## src/hw/rtl/lds_pkg.sv

```systemverilog
// Shared types and constants for the linear Diophantine solver.
`default_nettype none
package lds_pkg;

  localparam int LDS_WIDTH = 32;
  localparam int COEF_W    = 31;
  localparam int RHS_W     = 32;
  localparam int DIV_W     = 31;
  localparam int SOL_W     = 64;
  localparam int STATUS_W  = 2;

  typedef enum logic [STATUS_W-1:0] {
    ST_SOLVED = 2'd0,
    ST_NONE   = 2'd1,
    ST_ALL    = 2'd2
  } status_t;

  typedef enum logic [1:0] {
    MUL_S1,
    MUL_T1,
    MUL_S0,
    MUL_T0
  } mul_sel_t;

  typedef struct packed {
    logic     load;
    logic     div_go;
    logic     div_rhs;
    logic     mul_en;
    mul_sel_t mul_sel;
    logic     ns_en;
    logic     x_en;
    logic     step;
    logic     finish;
    status_t  fin_status;
  } dp_cmd_t;

  typedef struct packed {
    logic ab_zero;
    logic c_zero;
    logic r1_zero;
    logic div_done;
    logic rem_zero;
  } dp_stat_t;

endpackage
`default_nettype wire

```

## src/hw/rtl/lds_div.sv

```systemverilog
// Restoring unsigned divider, one quotient bit per cycle.
`default_nettype none
module lds_div #(
  parameter int W = 32
) (
  input  wire logic         clk,
  input  wire logic         rst,
  input  wire logic         start,
  input  wire logic [W-1:0] dividend,
  input  wire logic [W-1:0] dvsr,
  output logic              done,
  output logic [W-1:0]      quo,
  output logic [W-1:0]      rem
);

  localparam int CW = $clog2(W);

  logic          running;
  logic [CW-1:0] cnt;
  logic [W-1:0]  dvs;
  logic [W:0]    partial;
  logic          fits;

  assign partial = {rem, quo[W-1]};
  assign fits    = (partial >= {1'b0, dvs});

  always_ff @(posedge clk) begin
    if (rst) begin
      running <= 1'b0;
      done    <= 1'b0;
      cnt     <= '0;
    end else begin
      done <= 1'b0;
      if (start) begin
        running <= 1'b1;
        cnt     <= '0;
      end else if (running) begin
        cnt <= cnt + 1'b1;
        if (cnt == CW'(W - 1)) begin
          running <= 1'b0;
          done    <= 1'b1;
        end
      end
    end
  end

  always_ff @(posedge clk) begin
    if (start) begin
      rem <= '0;
      quo <= dividend;
      dvs <= dvsr;
    end else if (running) begin
      if (fits) begin
        rem <= W'(partial - {1'b0, dvs});
      end else begin
        rem <= partial[W-1:0];
      end
      quo <= {quo[W-2:0], fits};
    end
  end

endmodule
`default_nettype wire

```

## src/hw/rtl/lds_datapath.sv

```systemverilog
// Datapath: remainder and Bezout registers, shared divider and multiplier, result registers.
`default_nettype none
module lds_datapath
  import lds_pkg::*;
#(
  parameter int W = LDS_WIDTH
) (
  input  wire logic                    clk,
  input  wire logic                    rst,
  input  wire dp_cmd_t                 cmd,
  output dp_stat_t                     stat,
  input  wire logic [COEF_W-1:0]       coef_a,
  input  wire logic [COEF_W-1:0]       coef_b,
  input  wire logic signed [RHS_W-1:0] rhs_c,
  output logic                         done,
  output logic [DIV_W-1:0]             divisor,
  output logic signed [SOL_W-1:0]      sol_x,
  output logic signed [SOL_W-1:0]      sol_y,
  output logic [STATUS_W-1:0]          status
);

  logic [W-2:0]        r0, r1;
  logic signed [W-1:0] s0, s1, t0, t1, ns;
  logic signed [W-1:0] c_reg;
  logic                ab_zero, c_zero;
  logic signed [2*W-1:0] prod, xres;

  logic [W-1:0]        div_dividend, div_dvsr, quo, rem;
  logic                div_done;
  logic                c_neg;
  logic [W-1:0]        c_mag;
  logic signed [W-1:0] k, mul_a, mul_b;

  assign c_neg = c_reg[W-1];
  assign c_mag = c_neg ? (W'(0) - c_reg) : c_reg;
  assign k     = c_neg ? (W'(0) - quo) : quo;

  assign div_dividend = cmd.div_rhs ? c_mag : W'(r0);
  assign div_dvsr     = cmd.div_rhs ? W'(r0) : W'(r1);

  lds_div #(.W(W)) u_div (
    .clk      (clk),
    .rst      (rst),
    .start    (cmd.div_go),
    .dividend (div_dividend),
    .dvsr     (div_dvsr),
    .done     (div_done),
    .quo      (quo),
    .rem      (rem)
  );

  // quotient of a Euclid step, or the scale factor c/g once gcd is known
  always_comb begin
    unique case (cmd.mul_sel)
      MUL_S1: begin mul_a = quo; mul_b = s1; end
      MUL_T1: begin mul_a = quo; mul_b = t1; end
      MUL_S0: begin mul_a = k;   mul_b = s0; end
      MUL_T0: begin mul_a = k;   mul_b = t0; end
      default: begin mul_a = quo; mul_b = s1; end
    endcase
  end

  always_ff @(posedge clk) begin
    if (cmd.load) begin
      r0      <= coef_a[W-2:0];
      r1      <= coef_b[W-2:0];
      s0      <= W'(1);
      s1      <= '0;
      t0      <= '0;
      t1      <= W'(1);
      c_reg   <= rhs_c[W-1:0];
      ab_zero <= (coef_a[W-2:0] == '0) && (coef_b[W-2:0] == '0);
      c_zero  <= (rhs_c[W-1:0] == '0);
    end else if (cmd.step) begin
      r0 <= r1;
      r1 <= rem[W-2:0];
      s0 <= s1;
      s1 <= ns;
      t0 <= t1;
      t1 <= t0 - prod[W-1:0];
    end
    if (cmd.mul_en) begin
      prod <= mul_a * mul_b;
    end
    if (cmd.ns_en) begin
      ns <= s0 - prod[W-1:0];
    end
    if (cmd.x_en) begin
      xres <= prod;
    end
  end

  always_ff @(posedge clk) begin
    if (rst) begin
      done <= 1'b0;
    end else begin
      done <= cmd.finish;
    end
  end

  always_ff @(posedge clk) begin
    if (cmd.finish) begin
      divisor <= DIV_W'(r0);
      status  <= cmd.fin_status;
      if (cmd.fin_status == ST_SOLVED) begin
        sol_x <= SOL_W'(xres);
        sol_y <= SOL_W'(prod);
      end else begin
        sol_x <= '0;
        sol_y <= '0;
      end
    end
  end

  assign stat.ab_zero  = ab_zero;
  assign stat.c_zero   = c_zero;
  assign stat.r1_zero  = (r1 == '0);
  assign stat.div_done = div_done;
  assign stat.rem_zero = (rem == '0);

endmodule
`default_nettype wire

```

## src/hw/rtl/lds_ctrl.sv

```systemverilog
// Controller: sequences Euclid steps, the final scaling and the result transfer.
`default_nettype none
module lds_ctrl
  import lds_pkg::*;
(
  input  wire logic     clk,
  input  wire logic     rst,
  input  wire logic     start,
  output logic          busy,
  input  wire dp_stat_t stat,
  output dp_cmd_t       cmd
);

  typedef enum logic [3:0] {
    S_IDLE,
    S_CHECK,
    S_EDIV_GO,
    S_EDIV_WAIT,
    S_MUL_S,
    S_MUL_T,
    S_STEP,
    S_CDIV_GO,
    S_CDIV_WAIT,
    S_MUL_X,
    S_MUL_Y,
    S_FINISH
  } state_t;

  state_t  state, state_next;
  status_t fin_status;

  assign busy = (state != S_IDLE);

  always_comb begin
    state_next = state;
    unique case (state)
      S_IDLE:      if (start) state_next = S_CHECK;
      S_CHECK: begin
        priority if (stat.ab_zero) state_next = S_FINISH;
        else if (stat.r1_zero)     state_next = S_CDIV_GO;
        else                       state_next = S_EDIV_GO;
      end
      S_EDIV_GO:   state_next = S_EDIV_WAIT;
      S_EDIV_WAIT: if (stat.div_done) state_next = S_MUL_S;
      S_MUL_S:     state_next = S_MUL_T;
      S_MUL_T:     state_next = S_STEP;
      S_STEP:      state_next = S_CHECK;
      S_CDIV_GO:   state_next = S_CDIV_WAIT;
      S_CDIV_WAIT: begin
        if (stat.div_done) state_next = stat.rem_zero ? S_MUL_X : S_FINISH;
      end
      S_MUL_X:     state_next = S_MUL_Y;
      S_MUL_Y:     state_next = S_FINISH;
      S_FINISH:    state_next = S_IDLE;
      default:     state_next = S_IDLE;
    endcase
  end

  always_ff @(posedge clk) begin
    if (rst) begin
      state      <= S_IDLE;
      fin_status <= ST_SOLVED;
    end else begin
      state <= state_next;
      if (state == S_CHECK && stat.ab_zero) begin
        fin_status <= stat.c_zero ? ST_ALL : ST_NONE;
      end else if (state == S_CDIV_WAIT && stat.div_done && !stat.rem_zero) begin
        fin_status <= ST_NONE;
      end else if (state == S_MUL_Y) begin
        fin_status <= ST_SOLVED;
      end
    end
  end

  always_comb begin
    cmd            = '0;
    cmd.mul_sel    = MUL_S1;
    cmd.fin_status = fin_status;
    cmd.load       = (state == S_IDLE) && start;
    unique case (state)
      S_EDIV_GO: cmd.div_go = 1'b1;
      S_MUL_S: begin
        cmd.mul_en  = 1'b1;
        cmd.mul_sel = MUL_S1;
      end
      S_MUL_T: begin
        cmd.mul_en  = 1'b1;
        cmd.mul_sel = MUL_T1;
        cmd.ns_en   = 1'b1;
      end
      S_STEP: cmd.step = 1'b1;
      S_CDIV_GO: begin
        cmd.div_go  = 1'b1;
        cmd.div_rhs = 1'b1;
      end
      S_CDIV_WAIT: cmd.div_rhs = 1'b1;
      S_MUL_X: begin
        cmd.mul_en  = 1'b1;
        cmd.mul_sel = MUL_S0;
        cmd.div_rhs = 1'b1;
      end
      S_MUL_Y: begin
        cmd.mul_en  = 1'b1;
        cmd.mul_sel = MUL_T0;
        cmd.div_rhs = 1'b1;
        cmd.x_en    = 1'b1;
      end
      S_FINISH: cmd.finish = 1'b1;
      default: ;
    endcase
  end

  a_start_goes_busy: assert property (@(posedge clk) disable iff (rst)
    start && !busy |=> state == S_CHECK)
    else $error("accepted transfer did not start the sequence");

  a_div_done_waiting: assert property (@(posedge clk) disable iff (rst)
    stat.div_done |-> (state == S_EDIV_WAIT || state == S_CDIV_WAIT))
    else $error("divider finished while controller was not waiting");

  a_step_nonzero: assert property (@(posedge clk) disable iff (rst)
    state == S_STEP |-> !stat.r1_zero)
    else $error("Euclid step with zero divisor");

  a_rhs_div_gcd: assert property (@(posedge clk) disable iff (rst)
    state == S_CDIV_GO |-> stat.r1_zero && !stat.ab_zero)
    else $error("scaling division started before gcd was settled");

endmodule
`default_nettype wire

```

## src/hw/rtl/linear_diophantine_solver_top.sv

```systemverilog
// Each Euclid step costs one pass of the bit-serial divider plus the multiply and step states;
// the final c/g division adds one more pass and skips both multiplies when g does not divide c.
// a = b = 0 skips the divider and goes straight to the result.
// Throughput: one transfer at a time; start is taken again from the done cycle on, receiver can't stall.
// Synchronous active-high rst returns the controller to idle and clears done.
`default_nettype none
module linear_diophantine_solver_top
  import lds_pkg::*;
#(
  parameter int WIDTH = LDS_WIDTH
) (
  input  wire logic                    clk,
  input  wire logic                    rst,
  input  wire logic                    start,
  output logic                         busy,
  input  wire logic [COEF_W-1:0]       coef_a,
  input  wire logic [COEF_W-1:0]       coef_b,
  input  wire logic signed [RHS_W-1:0] rhs_c,
  output logic                         done,
  output logic [DIV_W-1:0]             divisor,
  output logic signed [SOL_W-1:0]      sol_x,
  output logic signed [SOL_W-1:0]      sol_y,
  output logic [STATUS_W-1:0]          status
);

  dp_cmd_t  cmd;
  dp_stat_t stat;

  lds_ctrl u_ctrl (
    .clk   (clk),
    .rst   (rst),
    .start (start),
    .busy  (busy),
    .stat  (stat),
    .cmd   (cmd)
  );

  lds_datapath #(.W(WIDTH)) u_dp (
    .clk     (clk),
    .rst     (rst),
    .cmd     (cmd),
    .stat    (stat),
    .coef_a  (coef_a),
    .coef_b  (coef_b),
    .rhs_c   (rhs_c),
    .done    (done),
    .divisor (divisor),
    .sol_x   (sol_x),
    .sol_y   (sol_y),
    .status  (status)
  );

endmodule
`default_nettype wire
```

## config.mk

```make
export PLATFORM = sky130hd
export DESIGN_NAME = linear_diophantine_solver_top
export DESIGN_NICKNAME = d
export VERILOG_FILES = /design/src/hw/rtl/lds_pkg.sv /design/src/hw/rtl/lds_div.sv /design/src/hw/rtl/lds_datapath.sv /design/src/hw/rtl/lds_ctrl.sv /design/src/hw/rtl/linear_diophantine_solver_top.sv
export SDC_FILE = /design/constraint.sdc
export NUM_CORES = 2
export LEC_CHECK = 0
export ABC_CLOCK_PERIOD_IN_PS = 19500
export BUFFER_PORTS_ARGS = -buffer_cell sky130_fd_sc_hd__buf_2
export CORE_MARGIN = 1
export CORE_UTILIZATION = 50
export CTS_CLUSTER_SIZE = 28
export DETAILED_ROUTE_END_ITERATION = 8
export GPL_ROUTABILITY_DRIVEN = 0
export PLACE_DENSITY = 0.68
export SLEW_MARGIN = 20
export SYNTH_ARGS = -nofsm -noshare
export SYNTH_HDL_FRONTEND = slang
export SYNTH_SLANG_ARGS = --single-unit
```

## constraint.sdc

```tcl
create_clock -name clk -period 19.5 [get_ports clk]
set_input_delay 0.975 -clock clk [delete_from_list [all_inputs] [get_ports clk]]
set_output_delay 0.975 -clock clk [all_outputs]
set_load 0.01 [all_outputs]
```

# Word level (Yosys, flattened, before mapping)
# Index checks and enable logic that the tools add are counted.
# word_totals
reg_bits	655
inputBits	97
output_inout_bits	163
elab_cells	112
# op_classes
add_sub_neg	6
multipliers	1
magnitude_cmp	1
eq_ne	18
mux	35
n_bitwise	1
reduce_logical	25
# ops
operator	n
32-bit 2-to-1 mux	6
31-bit 2-to-1 mux	5
32-bit case mux with 4 select lines	1
32-bit subtractor	3
31-bit zero test	3
32-bit zero test	2
32-bit by 32-bit multiplier with 64-bit output	1
32-bit case mux with 2 select lines	1
1-bit by 32-bit subtractor with 32-bit output, first input constant	2
4-bit case mux with 11 select lines	1
33-bit by 32-bit >= comparator with 1-bit output	1
4-bit by 3-bit equality test with 1-bit output, second input constant	4
4-bit equality test, second input constant	4
4-bit 2-to-1 mux	4
3-bit case mux with 4 select lines	1
1-bit 2-to-1 mux	10
2-bit 2-to-1 mux	5
4-bit by 2-bit equality test with 1-bit output, second input constant	2
2-bit OR reduction	4
5-bit by 1-bit adder with 5-bit output, second input constant	1
5-bit equality test, second input constant	1
1-bit logical AND	5
2-bit equality test, second input constant	2
4-bit by 1-bit equality test with 1-bit output, second input constant	1
other kinds (14)	17

# Longest topological paths before layout
# depth
depth_word	6
depth_mapped	39
depth_no_buf	36

# Hierarchy
# A second synthesis with hierarchy kept.
# hier_totals
cells_unflattened	6543
area_unflattened_um2	66598.9
# modules_own_cells
mod	instances	cells_each	area_each_um2	seq_area_each_um2
lds_datapath	1	5883	60184.0	15104.5
lds_div	1	597	5910.7	2702.6
lds_ctrl	1	63	504.2	120.1

# Worst setup path after synthesis
# Ideal clock, no wire load.
# synth_timing
path_type	register to register
from	reg u_ctrl.state[3]
to	reg u_dp.prod[59] (data pin)
setup_time_ps	274
arrival_time_ps	10195
t_required_ps	19226
slack_ps	9031
stages_incl_launch_ff	30
path_buffers	2
synth_period_minus_slack_ps	10469
path_cell_list	dfxtp_1 > nor2b_1 > nand2_1 > inv_1 > buf_1 > a222oi_1 > a21oi_1 > and2_1 > fa_1 > fa_1 > fa_1 > fa_1 > inv_1 > fa_1 > inv_1 > fa_1 > fa_1 > inv_1 > fa_1 > inv_1 > ha_1 > clkbuf_1 > a21o_1 > a21o_1 > a211oi_1 > o211ai_1 > o21ai_0 > a21oi_1 > a31oi_1 > o221ai_1
# synth_between
elab_chain_cells	6
elab_cells_between_ends	14
cone_classes	1 x mul; 7 x eq/ne; 3 x mux; 3 x reduce/logical
# synth_rtl
item	line	source
start, declared	lds_ctrl.sv:29	state_t state, state_next;
start signal, assigned	lds_ctrl.sv:64	state <= state_next;
4-bit equality test / 4-bit by 3-bit equality test with 1-bit output (equally long branches)	lds_ctrl.sv:80	unique case (state)
3-bit case mux with 4 select lines *	lds_ctrl.sv:80	
2-bit equality test (tied with other cells)	lds_datapath.sv:54	unique case (cmd.mul_sel)
2-bit OR reduction (no source line)	n/a	
32-bit case mux with 2 select lines	lds_datapath.sv:54	
32-bit by 32-bit multiplier with 64-bit output *	lds_datapath.sv:83	prod <= mul_a * mul_b;
end signal, assigned	lds_datapath.sv:83	
end, declared	lds_datapath.sv:26	logic signed [2*W-1:0] prod, xres;
# Mark *: on every way between the ends. The rest lies on a longest branch, timed or not.
# A chain may end at the register's enable or synchronous reset.

# Final worst setup path
# layout_timing
from	reg u_ctrl.state[3]
to	reg u_dp.prod[60] (data pin)
# Same word-level chain as after synthesis.

==> results.md <==
- Syn-to-layout area delta: 9.24%
- Dpl cell area: 69,200 um2
- Vias per inst: 5.69
- Share of post-route cells with drive strength above 1: 0.0877
- Setup bufs post-CTS: 0
- First-pass detailed-route iteration total: 9
- Drt drc: 0
- Setup crit start kind: register
- Post-synthesis mux area share: 0.0101
- Slew headroom: 0.241
- Setup Skew: around 0.046 ns
- Mean post-synth cell area: 9.76 um2
- Tcrit/Tclk final: 0.587
- Crit Path Class: reg -> reg
- Core Rows: 132
- Largest family of logic cells by synthesized area: adder cells
- Post-Synth Simple-Gate Area: 0.151
- CTS Buf Count: 76
- Most used cell, CP: fa_1
- Worst R2R Start: u_ctrl.state[3]
- Vias in the first global route: approximately 52,000
- Worst skew pair latency: between 0.7 and 0.8 ns
- Area leader, netlist: fa_1
- Count leader, synth: fa_1
- Peak Freq: 87.4 MHz
- Worst Path Arrival: 11.86 ns
- Xor/xnor share of the synthesized area: 0.0325
- CP Capture Type: register
- Worst Hold Depth: 2
- Overall routing resource usage: 0.300
- Minimum clock period after layout: roughly 11 ns
- Clock buffer depth: 3
- Final hold viol count: 0
- First-pass GRT wire length: 300,000 um
- Hpwl dp: 149,000 um
- Clock transition at path regs: 0.07 ns
- Async set-reset flop share out of synthesis: 0
- GR Overflow Total: 0
- H-tree Lvls: 3
- Synth Area in Adders: 0.385
- Final Instance Area: 71,700 um2
- Setup TNS after final layout: 0 ns
- Resize count post-CTS: 0
- ANT nets after route: 0
- Initial DRC count: 4,780
- Post-route insts no fill: between 8,000 and 9,000
- Compound-gate portion of the synthesized area: 0.0695
- Status: complete, no violations
- Largest net degree at the start of global routing: 99
- Pwr/cell area: between 100 and 150 nW/um2
- Top cell type's share of synthesized area: 0.331
- Routed len/inst: 22.4 um
- Routed Wire Length: between 150,000 and 200,000 um
- Post-cts hold buffer count: 0
- CP max stage delay: 0.77 ns
- Fin. max-slew vios: 0
- RSZ-0062 raised after global routing: no
- Critical Path Slowest Stage Cell: o21a_2
- Max Cap Viol: 0
- Core Area: around 130,000 um2
- Hold path startpoint: u_dp.ns[3]
- Tightest Pin Transition: 1.14 ns
- VDD IR-drop max: 0.000115 V
- Netlist cell types: 83
- Initial antenna violation count: 5
- Root Buffer: clkbuf_16
- Post-synth EDFFs: 480
- Worst Hold Class: reg -> reg
- Synth top area cells: fa_1 33%, edfxtp_1 22%, inv_1 6.2%, nand2_1 6.1%, ha_1 5.4%
- PortBufs: about 260
- CP max FO: 51
- Top-Level Pins: 260
- LEAKAGE: 0.0333 uW
- CTS tree: built
- Hold WS: 0.430 ns
- WP data required: between 15 and 20 ns
- Top cells by count, synth: 1,085 x fa_1, 1,076 x inv_1, 1,061 x nand2_1
- Die Height: 364 um
- Layout net count: 8,350
- Final Setup Violations: 0
- Initial Util: 0.505
- Chip width: 364 um
- Synth Cell Area: 65,600 um2
- R2r worst-path depth: 28
- Number of synthesized register bits: 654
- Setup crit start: u_ctrl.state[3]
- Synth Flop Type: edfxtp_1
- Clock Sinks: approximately 650
- Final Util: 0.552
- Placed Instances: around 8,600
- Yosys warnings: 0
- Vias: between 40,000 and 50,000
- Synthesized instance count: 6,725
- Post-synthesis sequential area ratio: 0.273
- Die Area: 133,000 um2
- Net Count, Synth: a little over 8,000
-- worst max-delay path: cells and delay by family (launching register included) --
family	cells	cell delay [ns]
AO/OA/AOI/OAI	5	2.10
XOR/XNOR	1	0.09
adder cells (fa/ha/maj)	9	4.58
buffers and inverters	4	1.42
flip-flops	1	0.49
AND/OR/NAND/NOR	9	2.36
-- where the power goes --
group,total [uW],switching (uW),leakage [uW],internal (uW)
sequential,2190,270,0.00581,1920
clock,1420,623,0.00120,797
combinational,5230,3410,0.0263,1820
-- per-stage QoR --
step	total power [uW]	setup slack (ns)
2_1_floorplan	5550	9.03
3_3_place_gp	7250	8.20
3_5_place_dp	7330	8.11
4_1_cts	8800	8.02
5_1_grt	9430	7.55
6_report	8840	8.06
-- cells by family (layout without fill, tap and decap cells) --
| group | Yosys count | after routing |
|---|---|---|
| AND/OR/NAND/NOR | 2300 | 2300 |
| buffers and inverters | 1386 | 1609 |
| adder cells (fa/ha/maj) | 1366 | 1366 |
| AO/OA/AOI/OAI | 717 | 717 |
| flip-flops | 654 | 654 |
| XOR/XNOR | 240 | 240 |
| multiplexers | 62 | 62 |
| other | 0 | 1 |
-- layout by cell type (no fill, tap or decap), types with 9 or more instances in the layout --
cell type / count
and2_1: 116
ha_1: 281
clkinv_1: 15
o21ai_1: 10
a222oi_1: 25
nand3_1: 128
dfxtp_1: 174
fa_1: 1085
a21o_1: 86
o21bai_1: 14
and4_1: 9
clkbuf_1: 14
buf_4: 133
xnor2_1: 132
nor2b_1: 30
o21ai_0: 167
inv_1: 1074
xor2_2: 11
o31ai_1: 25
clkbuf_16: 78
and3_1: 16
or4_1: 9
mux2i_1: 28
a21oi_1: 215
edfxtp_1: 480
nor3_1: 75
a211oi_1: 16
or3_1: 11
nand4_1: 47
nor2_1: 663
xor2_1: 92
a31oi_1: 21
o21a_1: 39
buf_2: 259
nand2_1: 1060
mux2_2: 33
nand2b_1: 50
clkinv_2: 12
nor4_1: 47
-- area by class of cell --
type	instances	area [um2]
clock inverters	44	428
diodes	1	2.50
repair buffers	392	2290
multi-input cells	4685	42800
well taps	1742	2180
inverters	1078	4050
clock buffers	95	2050
fillers	11500	58100
flip-flops and latches	654	17900
-- routing by layer --
metal | up-vias | GRT usage | share of wire
met5 | - | 0 | 0.00038
met4 | 10 | 0.174 | 0.069
met3 | 693 | 0.0738 | 0.10
met2 | 2619 | 0.471 | 0.45
met1 | 24500 | 0.378 | 0.38
li1 | 21600 | - | -
-- final timing paths --
| path | end | slack [ns] |
|---|---|---|
| hold / removal | u_dp.s1[3] | 0.43 |
| setup reg to reg | u_dp.prod[60] | 8.06 |
| hold reg to reg | u_dp.s1[3] | 0.43 |
| setup / recovery | u_dp.prod[60] | 8.06 |
Note: power is estimated with default switching activity, not from simulation.
